`src/hw/rtl/lfp_pkg.sv`:
```
// Shared types, codes and CRC helpers for the link frame parser.
`default_nettype none

package lfp_pkg;

    localparam int TICK_COUNT_BITS_DEF = 16;

    localparam int CFG_INDEX_W = 8;
    localparam int CFG_DATA_W  = 16;

    localparam logic [CFG_INDEX_W-1:0] CFG_TIMEOUT_TICKS = 8'd0;
    localparam logic [CFG_INDEX_W-1:0] CFG_MAX_PAYLOAD   = 8'd1;

    localparam logic [15:0] TIMEOUT_RESET     = 16'd200;
    localparam logic [7:0]  MAX_PAYLOAD_RESET = 8'd255;
    localparam logic [15:0] CRC_SEED          = 16'hFFFF;
    localparam logic [7:0]  START_BYTE        = 8'hFD;

    localparam logic OP_BYTE = 1'b0;
    localparam logic OP_TICK = 1'b1;

    localparam logic KIND_PAYLOAD = 1'b0;
    localparam logic KIND_REPORT  = 1'b1;

    localparam logic [1:0] ST_GOOD     = 2'd0;
    localparam logic [1:0] ST_CRC      = 2'd1;
    localparam logic [1:0] ST_OVERSIZE = 2'd2;
    localparam logic [1:0] ST_TIMEOUT  = 2'd3;

    typedef struct packed {
        logic        kind;
        logic [7:0]  payload_byte;
        logic [7:0]  payload_index;
        logic [1:0]  status;
        logic [23:0] message_id;
        logic [7:0]  sender_system;
        logic [7:0]  sender_component;
        logic [7:0]  sequence_res;
        logic [7:0]  frame_length;
    } result_t;

    // CRC-16/MCRF4XX, one byte
    function automatic logic [15:0] crc_fold(input logic [15:0] crc, input logic [7:0] b);
        logic [7:0] t;
        t = b ^ crc[7:0];
        t = t ^ {t[3:0], 4'b0000};
        return {8'h00, crc[15:8]} ^ {t, 8'h00} ^ {5'b00000, t, 3'b000} ^ {12'h000, t[7:4]};
    endfunction

    function automatic logic [7:0] extra_byte(input logic [23:0] id);
        case (id)
            24'd0:      return 8'd50;
            24'd1:      return 8'd124;
            24'd24:     return 8'd24;
            24'd30:     return 8'd39;
            24'd76:     return 8'd152;
            24'd77:     return 8'd143;
            24'd23:     return 8'd168;
            24'd150000: return 8'd190;
            24'd150001: return 8'd77;
            default:    return 8'd0;
        endcase
    endfunction

endpackage

`default_nettype wire

```
`src/hw/rtl/link_frame_parser_crc16_top.sv`:
```
// A result word is registered into m_*, or parked in the skid stage while m_* is stalled.
// Takes one input word per cycle while s_ready; parser state and CRC update in one pass.
// A skid stage behind the output register keeps s_ready high while one result waits.
// s_ready drops only while the skid stage is full; cfg_ready is always high.
// Reset: synchronous, active-low aresetn; parser hunts for a start byte,
// timeout_ticks = 200, max_payload = 255, output and skid stages empty.
`default_nettype none

module link_frame_parser_crc16_top #(
    parameter int TICK_COUNT_BITS = lfp_pkg::TICK_COUNT_BITS_DEF
) (
    input  wire logic                           aclk,
    input  wire logic                           aresetn,

    input  wire logic                           cfg_valid,
    output logic                                cfg_ready,
    input  wire logic [lfp_pkg::CFG_INDEX_W-1:0] cfg_index,
    input  wire logic [lfp_pkg::CFG_DATA_W-1:0]  cfg_data,

    input  wire logic                           s_valid,
    output logic                                s_ready,
    input  wire logic                           s_op,
    input  wire logic [7:0]                     s_rx_byte,

    output logic                                m_valid,
    input  wire logic                           m_ready,
    output logic                                m_kind,
    output logic [7:0]                          m_payload_byte,
    output logic [7:0]                          m_payload_index,
    output logic [1:0]                          m_status,
    output logic [23:0]                         m_message_id,
    output logic [7:0]                          m_sender_system,
    output logic [7:0]                          m_sender_component,
    output logic [7:0]                          m_sequence_res,
    output logic [7:0]                          m_frame_length
);

    localparam int CMP_W = (TICK_COUNT_BITS > 16) ? TICK_COUNT_BITS : 16;

    typedef enum logic [3:0] {
        PH_HUNT    = 4'd0,
        PH_LEN     = 4'd1,
        PH_INCF    = 4'd2,
        PH_CMPF    = 4'd3,
        PH_SEQ     = 4'd4,
        PH_SYS     = 4'd5,
        PH_COMP    = 4'd6,
        PH_IDL     = 4'd7,
        PH_IDM     = 4'd8,
        PH_IDH     = 4'd9,
        PH_PAYLOAD = 4'd10,
        PH_CRCL    = 4'd11,
        PH_CRCH    = 4'd12
    } phase_t;

    phase_t                     phase_reg, phase_next;
    logic [15:0]                crc_reg, crc_next;
    logic [7:0]                 len_reg, len_next;
    logic [7:0]                 index_reg, index_next;
    logic [23:0]                msg_id_reg, msg_id_next;
    logic [7:0]                 seq_reg, seq_next;
    logic [7:0]                 sys_reg, sys_next;
    logic [7:0]                 comp_reg, comp_next;
    logic [TICK_COUNT_BITS-1:0] elapsed_reg, elapsed_next;
    logic [15:0]                timeout_reg;
    logic [7:0]                 max_payload_reg;

    lfp_pkg::result_t           res_next;
    logic                       res_valid;
    lfp_pkg::result_t           m_res_reg, skid_res_reg;
    logic                       m_valid_reg, skid_valid_reg;

    logic                       in_accept, cfg_accept, out_free;
    logic [TICK_COUNT_BITS-1:0] elapsed_inc;
    logic [8:0]                 index_inc;
    logic [15:0]                crc_byte;

    assign cfg_ready  = 1'b1;
    assign s_ready    = !skid_valid_reg;
    assign in_accept  = s_valid && s_ready;
    assign cfg_accept = cfg_valid && cfg_ready;
    assign out_free   = !m_valid_reg || m_ready;

    assign elapsed_inc = (elapsed_reg == {TICK_COUNT_BITS{1'b1}}) ?
                         elapsed_reg : elapsed_reg + TICK_COUNT_BITS'(1);
    assign index_inc   = {1'b0, index_reg} + 9'd1;
    assign crc_byte    = lfp_pkg::crc_fold(crc_reg, s_rx_byte);

    always_comb begin
        phase_next   = phase_reg;
        crc_next     = crc_reg;
        len_next     = len_reg;
        index_next   = index_reg;
        msg_id_next  = msg_id_reg;
        seq_next     = seq_reg;
        sys_next     = sys_reg;
        comp_next    = comp_reg;
        elapsed_next = elapsed_reg;
        res_valid    = 1'b0;
        res_next.kind          = lfp_pkg::KIND_REPORT;
        res_next.payload_byte  = 8'd0;
        res_next.payload_index = 8'd0;
        res_next.status        = lfp_pkg::ST_GOOD;

        if (s_op == lfp_pkg::OP_TICK) begin
            if (phase_reg == PH_HUNT || phase_reg > PH_CRCH) begin
                phase_next = PH_HUNT;
            end else begin
                elapsed_next = elapsed_inc;
                if (CMP_W'(elapsed_inc) > CMP_W'(timeout_reg)) begin
                    res_valid       = 1'b1;
                    res_next.status = lfp_pkg::ST_TIMEOUT;
                    phase_next      = PH_HUNT;
                end
            end
        end else begin
            case (phase_reg)
                PH_LEN: begin
                    len_next   = s_rx_byte;
                    crc_next   = crc_byte;
                    phase_next = PH_INCF;
                end
                PH_INCF: begin
                    crc_next   = crc_byte;
                    phase_next = PH_CMPF;
                end
                PH_CMPF: begin
                    crc_next   = crc_byte;
                    phase_next = PH_SEQ;
                end
                PH_SEQ: begin
                    seq_next   = s_rx_byte;
                    crc_next   = crc_byte;
                    phase_next = PH_SYS;
                end
                PH_SYS: begin
                    sys_next   = s_rx_byte;
                    crc_next   = crc_byte;
                    phase_next = PH_COMP;
                end
                PH_COMP: begin
                    comp_next  = s_rx_byte;
                    crc_next   = crc_byte;
                    phase_next = PH_IDL;
                end
                PH_IDL: begin
                    msg_id_next = {16'h0000, s_rx_byte};
                    crc_next    = crc_byte;
                    phase_next  = PH_IDM;
                end
                PH_IDM: begin
                    msg_id_next = {8'h00, s_rx_byte, msg_id_reg[7:0]};
                    crc_next    = crc_byte;
                    phase_next  = PH_IDH;
                end
                PH_IDH: begin
                    msg_id_next = {s_rx_byte, msg_id_reg[15:0]};
                    crc_next    = crc_byte;
                    index_next  = 8'd0;
                    if (len_reg == 8'd0) begin
                        // empty payload: fold the extra byte right after the header
                        crc_next   = lfp_pkg::crc_fold(crc_byte,
                                         lfp_pkg::extra_byte(msg_id_next));
                        phase_next = PH_CRCL;
                    end else if (len_reg > max_payload_reg) begin
                        res_valid       = 1'b1;
                        res_next.status = lfp_pkg::ST_OVERSIZE;
                        phase_next      = PH_HUNT;
                    end else begin
                        phase_next = PH_PAYLOAD;
                    end
                end
                PH_PAYLOAD: begin
                    res_valid              = 1'b1;
                    res_next.kind          = lfp_pkg::KIND_PAYLOAD;
                    res_next.payload_byte  = s_rx_byte;
                    res_next.payload_index = index_reg;
                    crc_next               = crc_byte;
                    index_next             = index_inc[7:0];
                    if (index_inc >= {1'b0, len_reg}) begin
                        crc_next   = lfp_pkg::crc_fold(crc_byte,
                                         lfp_pkg::extra_byte(msg_id_reg));
                        phase_next = PH_CRCL;
                    end
                end
                PH_CRCL: begin
                    if (s_rx_byte == crc_reg[7:0]) begin
                        phase_next = PH_CRCH;
                    end else begin
                        res_valid       = 1'b1;
                        res_next.status = lfp_pkg::ST_CRC;
                        phase_next      = PH_HUNT;
                    end
                end
                PH_CRCH: begin
                    res_valid       = 1'b1;
                    res_next.status = (s_rx_byte == crc_reg[15:8]) ?
                                      lfp_pkg::ST_GOOD : lfp_pkg::ST_CRC;
                    phase_next      = PH_HUNT;
                end
                default: begin
                    // hunt; unused codes behave the same
                    phase_next = PH_HUNT;
                    if (s_rx_byte == lfp_pkg::START_BYTE) begin
                        crc_next     = lfp_pkg::CRC_SEED;
                        len_next     = 8'd0;
                        index_next   = 8'd0;
                        msg_id_next  = 24'd0;
                        seq_next     = 8'd0;
                        sys_next     = 8'd0;
                        comp_next    = 8'd0;
                        elapsed_next = '0;
                        phase_next   = PH_LEN;
                    end
                end
            endcase
        end

        res_next.message_id       = msg_id_next;
        res_next.sender_system    = sys_next;
        res_next.sender_component = comp_next;
        res_next.sequence_res     = seq_next;
        res_next.frame_length     = len_next;
    end

    always_ff @(posedge aclk) begin
        if (!aresetn) begin
            phase_reg       <= PH_HUNT;
            crc_reg         <= lfp_pkg::CRC_SEED;
            len_reg         <= 8'd0;
            index_reg       <= 8'd0;
            msg_id_reg      <= 24'd0;
            seq_reg         <= 8'd0;
            sys_reg         <= 8'd0;
            comp_reg        <= 8'd0;
            elapsed_reg     <= '0;
            timeout_reg     <= lfp_pkg::TIMEOUT_RESET;
            max_payload_reg <= lfp_pkg::MAX_PAYLOAD_RESET;
            m_valid_reg     <= 1'b0;
            skid_valid_reg  <= 1'b0;
        end else begin
            if (cfg_accept) begin
                case (cfg_index)
                    lfp_pkg::CFG_TIMEOUT_TICKS: timeout_reg     <= cfg_data;
                    lfp_pkg::CFG_MAX_PAYLOAD:   max_payload_reg <= cfg_data[7:0];
                    default: ;
                endcase
            end

            if (in_accept) begin
                phase_reg   <= phase_next;
                crc_reg     <= crc_next;
                len_reg     <= len_next;
                index_reg   <= index_next;
                msg_id_reg  <= msg_id_next;
                seq_reg     <= seq_next;
                sys_reg     <= sys_next;
                comp_reg    <= comp_next;
                elapsed_reg <= elapsed_next;
            end

            // drain skid first; park a new word in the skid while m_* is stalled
            if (out_free) begin
                if (skid_valid_reg) begin
                    m_res_reg      <= skid_res_reg;
                    m_valid_reg    <= 1'b1;
                    skid_valid_reg <= 1'b0;
                end else if (in_accept && res_valid) begin
                    m_res_reg   <= res_next;
                    m_valid_reg <= 1'b1;
                end else begin
                    m_valid_reg <= 1'b0;
                end
            end else if (in_accept && res_valid) begin
                skid_res_reg   <= res_next;
                skid_valid_reg <= 1'b1;
            end
        end
    end

    assign m_valid            = m_valid_reg;
    assign m_kind             = m_res_reg.kind;
    assign m_payload_byte     = m_res_reg.payload_byte;
    assign m_payload_index    = m_res_reg.payload_index;
    assign m_status           = m_res_reg.status;
    assign m_message_id       = m_res_reg.message_id;
    assign m_sender_system    = m_res_reg.sender_system;
    assign m_sender_component = m_res_reg.sender_component;
    assign m_sequence_res     = m_res_reg.sequence_res;
    assign m_frame_length     = m_res_reg.frame_length;

    a_skid_behind_out: assert property (@(posedge aclk) disable iff (!aresetn)
        skid_valid_reg |-> m_valid_reg)
        else $error("skid word held with empty output register");

    a_start_seeds_crc: assert property (@(posedge aclk) disable iff (!aresetn)
        (in_accept && s_op == lfp_pkg::OP_BYTE && phase_reg == PH_HUNT &&
         s_rx_byte == lfp_pkg::START_BYTE)
        |=> (phase_reg == PH_LEN && crc_reg == lfp_pkg::CRC_SEED && elapsed_reg == '0))
        else $error("start byte did not open a fresh frame");

    a_index_in_range: assert property (@(posedge aclk) disable iff (!aresetn)
        phase_reg == PH_PAYLOAD |-> index_reg < len_reg)
        else $error("payload index ran past frame length");

    a_payload_word: assert property (@(posedge aclk) disable iff (!aresetn)
        (m_valid && m_kind == lfp_pkg::KIND_PAYLOAD)
        |-> (m_status == lfp_pkg::ST_GOOD && m_payload_index < m_frame_length))
        else $error("malformed payload word");

endmodule

`default_nettype wire
```
`config.mk`:
```
export PLATFORM = sky130hd
export DESIGN_NAME = link_frame_parser_crc16_top
export DESIGN_NICKNAME = d
export VERILOG_FILES = /design/src/hw/rtl/lfp_pkg.sv /design/src/hw/rtl/link_frame_parser_crc16_top.sv
export SDC_FILE = /design/constraint.sdc
export NUM_CORES = 1
export LEC_CHECK = 0
export BUFFER_PORTS_ARGS = -buffer_cell sky130_fd_sc_hd__buf_2
export CAP_MARGIN = 30
export CELL_PAD_IN_SITES_DETAIL_PLACEMENT = 0
export CELL_PAD_IN_SITES_GLOBAL_PLACEMENT = 1
export CORE_MARGIN = 2
export CORE_UTILIZATION = 35
export DETAILED_ROUTE_END_ITERATION = 12
export PLACE_DENSITY_LB_ADDON = 0.1
export SYNTH_ARGS = -nofsm -noshare
export SYNTH_HDL_FRONTEND = slang
export SYNTH_SLANG_ARGS = --single-unit
```
`constraint.sdc`:
```
create_clock -name aclk -period 5.1 [get_ports aclk]
set_input_delay 0.255 -clock aclk [delete_from_list [all_inputs] [get_ports aclk]]
set_output_delay 0.255 -clock aclk [all_outputs]
set_load 0.005 [all_outputs]
```
======== Yosys cells after proc, flatten, opt, wreduce, memory -nomap -nowiden ========
Cells that the tools add are included.
storage, ports and cells
  bits in latches ......................... 0
  bits in writable memories ............... 0
  bits of input ports ..................... 38
  flip-flop bits (word level) ............. 276
  bits in read-only memories .............. 0
  logic and storage cells ................. 192
  output and inout port bits .............. 78
  memories ................................ 0
operators by class
  multiplexer cells ....................... 64
  bitwise operators ....................... 20
  $mul .................................... 0
  equality and inequality tests ........... 37
  reduce and logical (&&, ||, !) cells .... 34
  shift-type cells ........................ 0
  $add $sub $neg .......................... 2
  div/mod/pow operators ................... 0
  $lt $le $gt $ge ......................... 4
operators with widths
  kind                     number
  $mux W75                 2
  $eq A24 B5 Y1 const B    6
  $pmux W8 S9              2
  $mux W16                 8
  $mux W8                  15
  $eq A24 B18 Y1 const B   4
  $eq A24 B7 Y1 const B    4
  $pmux W24 S4             1
  $pmux W16 S4             1
  $pmux W8 S2              4
  $eq A24 B1 Y1 const B    2
  $logic_not A24 Y1        2
  $mux W24                 2
  $pmux W4 S12             1
  $xor A16 B11 Y16         3
  $xor A16 B4 Y16          3
  $xor A8 B16 Y16          3
  $xor A8 B8 Y8            6
  $reduce_or A11 Y1        4
  $mux W17                 2
  $mux W4                  7
  $pmux W8 S3              1
  $eq A4 B4 Y1 const B     5
  $add A16 B1 Y16 const B  1
  37 further kinds         72

======== Depth between registers and ports, before layout ========
  word-level depth ........................ 12
  depth in mapped cells ................... 16

======== Worst setup path after synthesis ========
OpenSTA, ideal clock, no wires.
  path kind ............................... register to register
  start ................................... reg elapsed_reg[3]
  end ..................................... reg skid_res_reg[0] (netlist bit), enable pin
  data arrival time ....................... 5.105 ns
  library setup time ...................... 0.442 ns
  stages on the path, launching flop included .. 17
  required time ........................... 4.658 ns
  slack ................................... -0.447 ns
  cell sequence ........................... dfxtp_1 and4_1 nand4_1 nor4_2 or2_2 clkbuf_1 nor2_1 xnor2_1 ha_1 nand4_1 nor2_1 and3_1 o21ai_0 o221ai_1 nand2_1 o22ai_1 and3_1
between the ends
  word-level cells in the longest chain between the ends .. 8
  elaborated cells on any way between the ends .. 9
  those cells by class .................... add/sub: 1; order compare: 1; eq/ne: 1; mux: 4; reduce/logical: 2
RTL lines
  element                                                   line                                                                  source
  start: declaration                                        link_frame_parser_crc16_top.sv:64                                     logic [TICK_COUNT_BITS-1:0] elapsed_reg, elapsed_next;
  start signal: assignment                                  link_frame_parser_crc16_top.sv:259                                    elapsed_reg <= elapsed_next;
  $add A16 B1 Y16 / $eq A16 B16 Y1 (equally long branches)  link_frame_parser_crc16_top.sv:85, link_frame_parser_crc16_top.sv:84
  $mux W16 (*)                                              link_frame_parser_crc16_top.sv:84                                     assign elapsed_inc = (elapsed_reg == {TICK_COUNT_BITS{1'b1}}) ?
  $gt A16 B16 Y1 (*)                                        link_frame_parser_crc16_top.sv:110                                    if (CMP_W'(elapsed_inc) > CMP_W'(timeout_reg)) begin
  $mux W1 (*)                                               link_frame_parser_crc16_top.sv:110
  $mux W1 (*)                                               link_frame_parser_crc16_top.sv:106                                    if (phase_reg == PH_HUNT || phase_reg > PH_CRCH) begin
  $mux W1 (*)                                               link_frame_parser_crc16_top.sv:105                                    if (s_op == lfp_pkg::OP_TICK) begin
  $logic_and A1 B1 Y1 (*)                                   link_frame_parser_crc16_top.sv:274                                    end else if (in_accept && res_valid) begin
  $reduce_and A3 Y1 (no line) (*)                           n/a
  end signal: assignment                                    link_frame_parser_crc16_top.sv:275                                    skid_res_reg <= res_next;
  end: declaration                                          link_frame_parser_crc16_top.sv:70                                     lfp_pkg::result_t m_res_reg, skid_res_reg;
Mark *: on every way between the ends. The rest lies on a longest branch, timed or not.
A chain may end at the register's enable or synchronous reset.

======== Final worst setup path ========
  start ................................... reg elapsed_reg[4]
  end ..................................... reg m_res_reg (netlist bit m_sequence_res[5]), enable pin
between the ends
  word-level cells in the longest chain between the ends .. 9
  elaborated cells on any way between the ends .. 10
  those cells by class .................... add/sub: 1; order compare: 1; eq/ne: 1; mux: 4; reduce/logical: 3
RTL lines
  element                                                   line                                                                  source
  $add A16 B1 Y16 / $eq A16 B16 Y1 (equally long branches)  link_frame_parser_crc16_top.sv:85, link_frame_parser_crc16_top.sv:84
  $mux W16 (*)                                              link_frame_parser_crc16_top.sv:84
  $gt A16 B16 Y1 (*)                                        link_frame_parser_crc16_top.sv:110
  $mux W1 (*)                                               link_frame_parser_crc16_top.sv:110
  $mux W1 (*)                                               link_frame_parser_crc16_top.sv:106
  $mux W1 (*)                                               link_frame_parser_crc16_top.sv:105
  $logic_and A1 B1 Y1 (*)                                   link_frame_parser_crc16_top.sv:268                                    end else if (in_accept && res_valid) begin
  $reduce_bool A2 Y1 (no line) (*)                          n/a
  $reduce_and A3 Y1 (no line) (*)                           n/a
  end signal: assignment                                    link_frame_parser_crc16_top.sv:265                                    m_res_reg <= skid_res_reg;
  end signal: assignment                                    link_frame_parser_crc16_top.sv:269                                    m_res_reg <= res_next;
  end: declaration                                          link_frame_parser_crc16_top.sv:70
Marks and branches as above.

==> results.json <==
{
  "status": "finished, final reports clean",
  "synth_nets": 1451,
  "floorplan.rows": 74,
  "syn-instance-count": 1379,
  "ys_warn_count": 0,
  "synth_area_um2": 14400,
  "grt_use_total_pct": 19.48,
  "grt_start_max_net_pins": 76,
  "cp_data_arrival_time_ns": 4.98,
  "routed_via_density": 5.352,
  "first_pass_iters": 5,
  "dpl-instance-area_um2": 15610,
  "synth.top_cell.area_share_pct": 31.29,
  "switchingPower_uw": 1123,
  "skew_ns": 0.02499,
  "root_buffer": "clkbuf_16",
  "core_area_um2": 40740,
  "max_clock_freq_mhz": 213.8,
  "clk_latency_ns": 0.59,
  "synth_area_leader_cell": "edfxtp_1",
  "combPwrFrac_pct": 6.0,
  "die_y_um": 206.8,
  "largest_register_ff_count": 75,
  "setup_viol": 0,
  "layout-drive-gt1-share_pct": 19.51,
  "grt_pass1_wl_um": 64200,
  "hpwl_um": 29210,
  "ys_seq_area_share_pct": 48.81,
  "dieWidth_um": 206.8,
  "io_pins": 116,
  "synthTopCellsByArea": "edfxtp_1 (31%), dfxtp_1 (18%), mux2_2 (5.9%), nor2_1 (4.4%), ha_1 (3.0%)",
  "ff_latch_area_um2": 7027,
  "tritoncts": "yes",
  "setup_slack_ns": 0.4232,
  "port_buffers": 114,
  "diodes": 0,
  "crit_type": "reg -> reg",
  "max_cap_viol_count": 0,
  "hp-start": "cfg_index[0]",
  "fin_nets": 1569,
  "vdd_drop_max_mv": 0.2275,
  "p_clk_share_pct": 45.6,
  "vias": 10990,
  "critical-path-max-stage-delay_ns": 0.53,
  "power_density_nw_per_um2": 285.9,
  "required_ns": 5.41,
  "endpoint_kind": "flip-flop",
  "grt_overflow_total": 0,
  "p_leak_uw": 0.006321,
  "seqPwrFrac_pct": 48.4,
  "h-tree-depth": 1,
  "reg2reg_depth": 15,
  "drt_wl_total_um": 42120,
  "rsz0062_at_grt": "false",
  "dp_slack_ns": 0.3588,
  "grt_pass1_vias": 10640,
  "crit_slowest_cell": "a2111oi_0",
  "cts.path.max_buffers": 3,
  "cts-buffers-inserted": 31,
  "slew_viol_final": 0,
  "post-route-min-period_ns": 4.677,
  "die_area_um2": 42770,
  "drtIter0Drc": 597,
  "worstPathCellList": "and4_1 > nand4_1 > nor4_4 > buf_4 > mux2_2 > ha_1 > nor2b_1 > o21ai_0 > nand2b_1 > a2111oi_0 > o221ai_1 > nand2_1 > o22ai_2 > o21a_4 > buf_12",
  "cts_setup_buffers": 0,
  "yosysMostFrequentCell": "nor2_1",
  "wl_per_cell_um": 20.50,
  "hold_depth": 3,
  "ant_nets": 0,
  "finalHoldViolations": 0,
  "gp_congestion": 0.8315,
  "fin_area_um2": 16820,
  "drc": 0,
  "initial_core_util_pct": 35.33,
  "async_flop_share_pct": 0,
  "area_growth_pct": 16.82,
  "ys_ff_latch": 276,
  "clock-sinks": 276,
  "ys.flop_type": "edfxtp_1",
  "nFillCells": 4069,
  "avgSynthCellArea_um2": 10.44,
  "min-delay-path-class": "in -> reg",
  "multi_input_area_um2": 6885,
  "synth.distinct_cells": 78,
  "fin_crit_sh_pct": 91.70,
  "switching_share_pct": 23.35,
  "cell_internal_pwr_uw": 3685,
  "synth_common_cells": "nor2_1 (169), edfxtp_1 (150), dfxtp_1 (126), mux2_2 (75), nand2_1 (75)",
  "r2r_start": "elapsed_reg[4]$_SDFFE_PN0P_",
  "antenna_found_initial": 0,
  "worstSetupStartpointType": "flip-flop",
  "cp-startpoint": "elapsed_reg[4]$_SDFFE_PN0P_",
  "clk_pin_slew_ns": 0.06,
  "fin_setup_tns_ns": 0,
  "tightest_slew_ns": 1.076,
  "synth_edf_count": 150,
  "worstPathMaxFanout": 32,
  "slew_headroom_pct": 28.24
}
-- layout make-up --
cell class              count  share of cell area, %
multi-input cells         971                  40.94
well taps                 532                  3.958
clock inverters            17                 0.8929
inverters                  57                  1.272
flip-flops and latches    276                  41.79
clock buffers              41                  4.955
repair buffers            160                  6.190
-- cell families (layout without fill, tap and decap cells) --
kind of cell,Yosys count,in the layout,synth area share (%)
xor+xnor,92,92,6.736
compound gates,298,299,15.02
flops,276,276,48.81
simple gates,443,443,15.08
other cells,1,1,0.02605
buf+inv,133,275,3.625
fa+ha+maj,34,34,2.955
mux,102,102,7.744
-- through the flow --
| stage | utilization [%] | hold slack [ns] | total power (uW) | instances |
|---|---|---|---|---|
| final | 41.28 | 0.05073 | 4808 | 2054 |
| after global routing | 41.28 | 0.08393 | 4973 | 2054 |
| after CTS | 41.15 | 0.03151 | 4872 | 2052 |
| after detailed placement | 38.32 | 0.4637 | 2652 | 1977 |
| after global placement | 38.15 | 0.4610 | 2650 | 1973 |
| after floorplan | - | 0.3801 | 2556 | 1379 |
-- critical path, delay by kind of cell (launching register included) --
kind | cells | cell delay [ns]
and+or+nand+nor | 6 | 1.43
AOI/OAI and AO/OA | 5 | 1.43
DFF | 1 | 0.42
buffers and inverters | 2 | 0.42
muxes | 1 | 0.35
adders and majority gates | 1 | 0.29
-- layer usage --
layer	track usage, %	wire length (um)	up-vias
met5	0	0	-
met4	4.103	686	0
met3	2.810	1855	48
met2	31.21	19100	219
met1	27.98	20470	5398
li1	-	-	5327
-- worst paths after layout --
path | end | slack [ns]
hold / removal | timeout_reg[3]$_SDFFE_PN1P_ | 0.05
setup / recovery | m_sequence_res[5]$_DFFE_PP_ | 0.42
hold reg to reg | max_payload_reg[7]$_SDFFE_PN1P_ | 0.48
setup reg to reg | m_sequence_res[5]$_DFFE_PP_ | 0.42
-- timing repair --
item,4_1_cts,5_1_grt
hold buffers,17,0
resized for setup,0,2
endpoints found under the setup margin,0,90
endpoints found under the hold margin,25,0
-- power groups by stage --
stage	Clock [uW]	Combinational, uW	Sequential, uW
after floorplan	0	180	2380
after global placement	0	274	2380
after detailed placement	0	275	2380
after CTS	2260	287	2330
after global routing	2340	305	2330
final	2190	287	2330
-- cell usage in the layout, fill, tap and decap left out, drive strengths merged, types with 15 or more instances in the layout --
cell type      n
nand3         25
mux2i         27
nor2b         16
inv           58
nor3          30
o21ai         33
nand4         15
xor2          35
and2          23
a22o          48
buf          143
dlygate4sd3   17
nand2         75
or3           15
xnor2         54
ha            34
mux2          75
a211oi        16
dfxtp        126
a22oi         54
clkbuf        41
nor2         170
a21oi         51
edfxtp       150
Note: power is estimated with default switching activity, not from simulation.
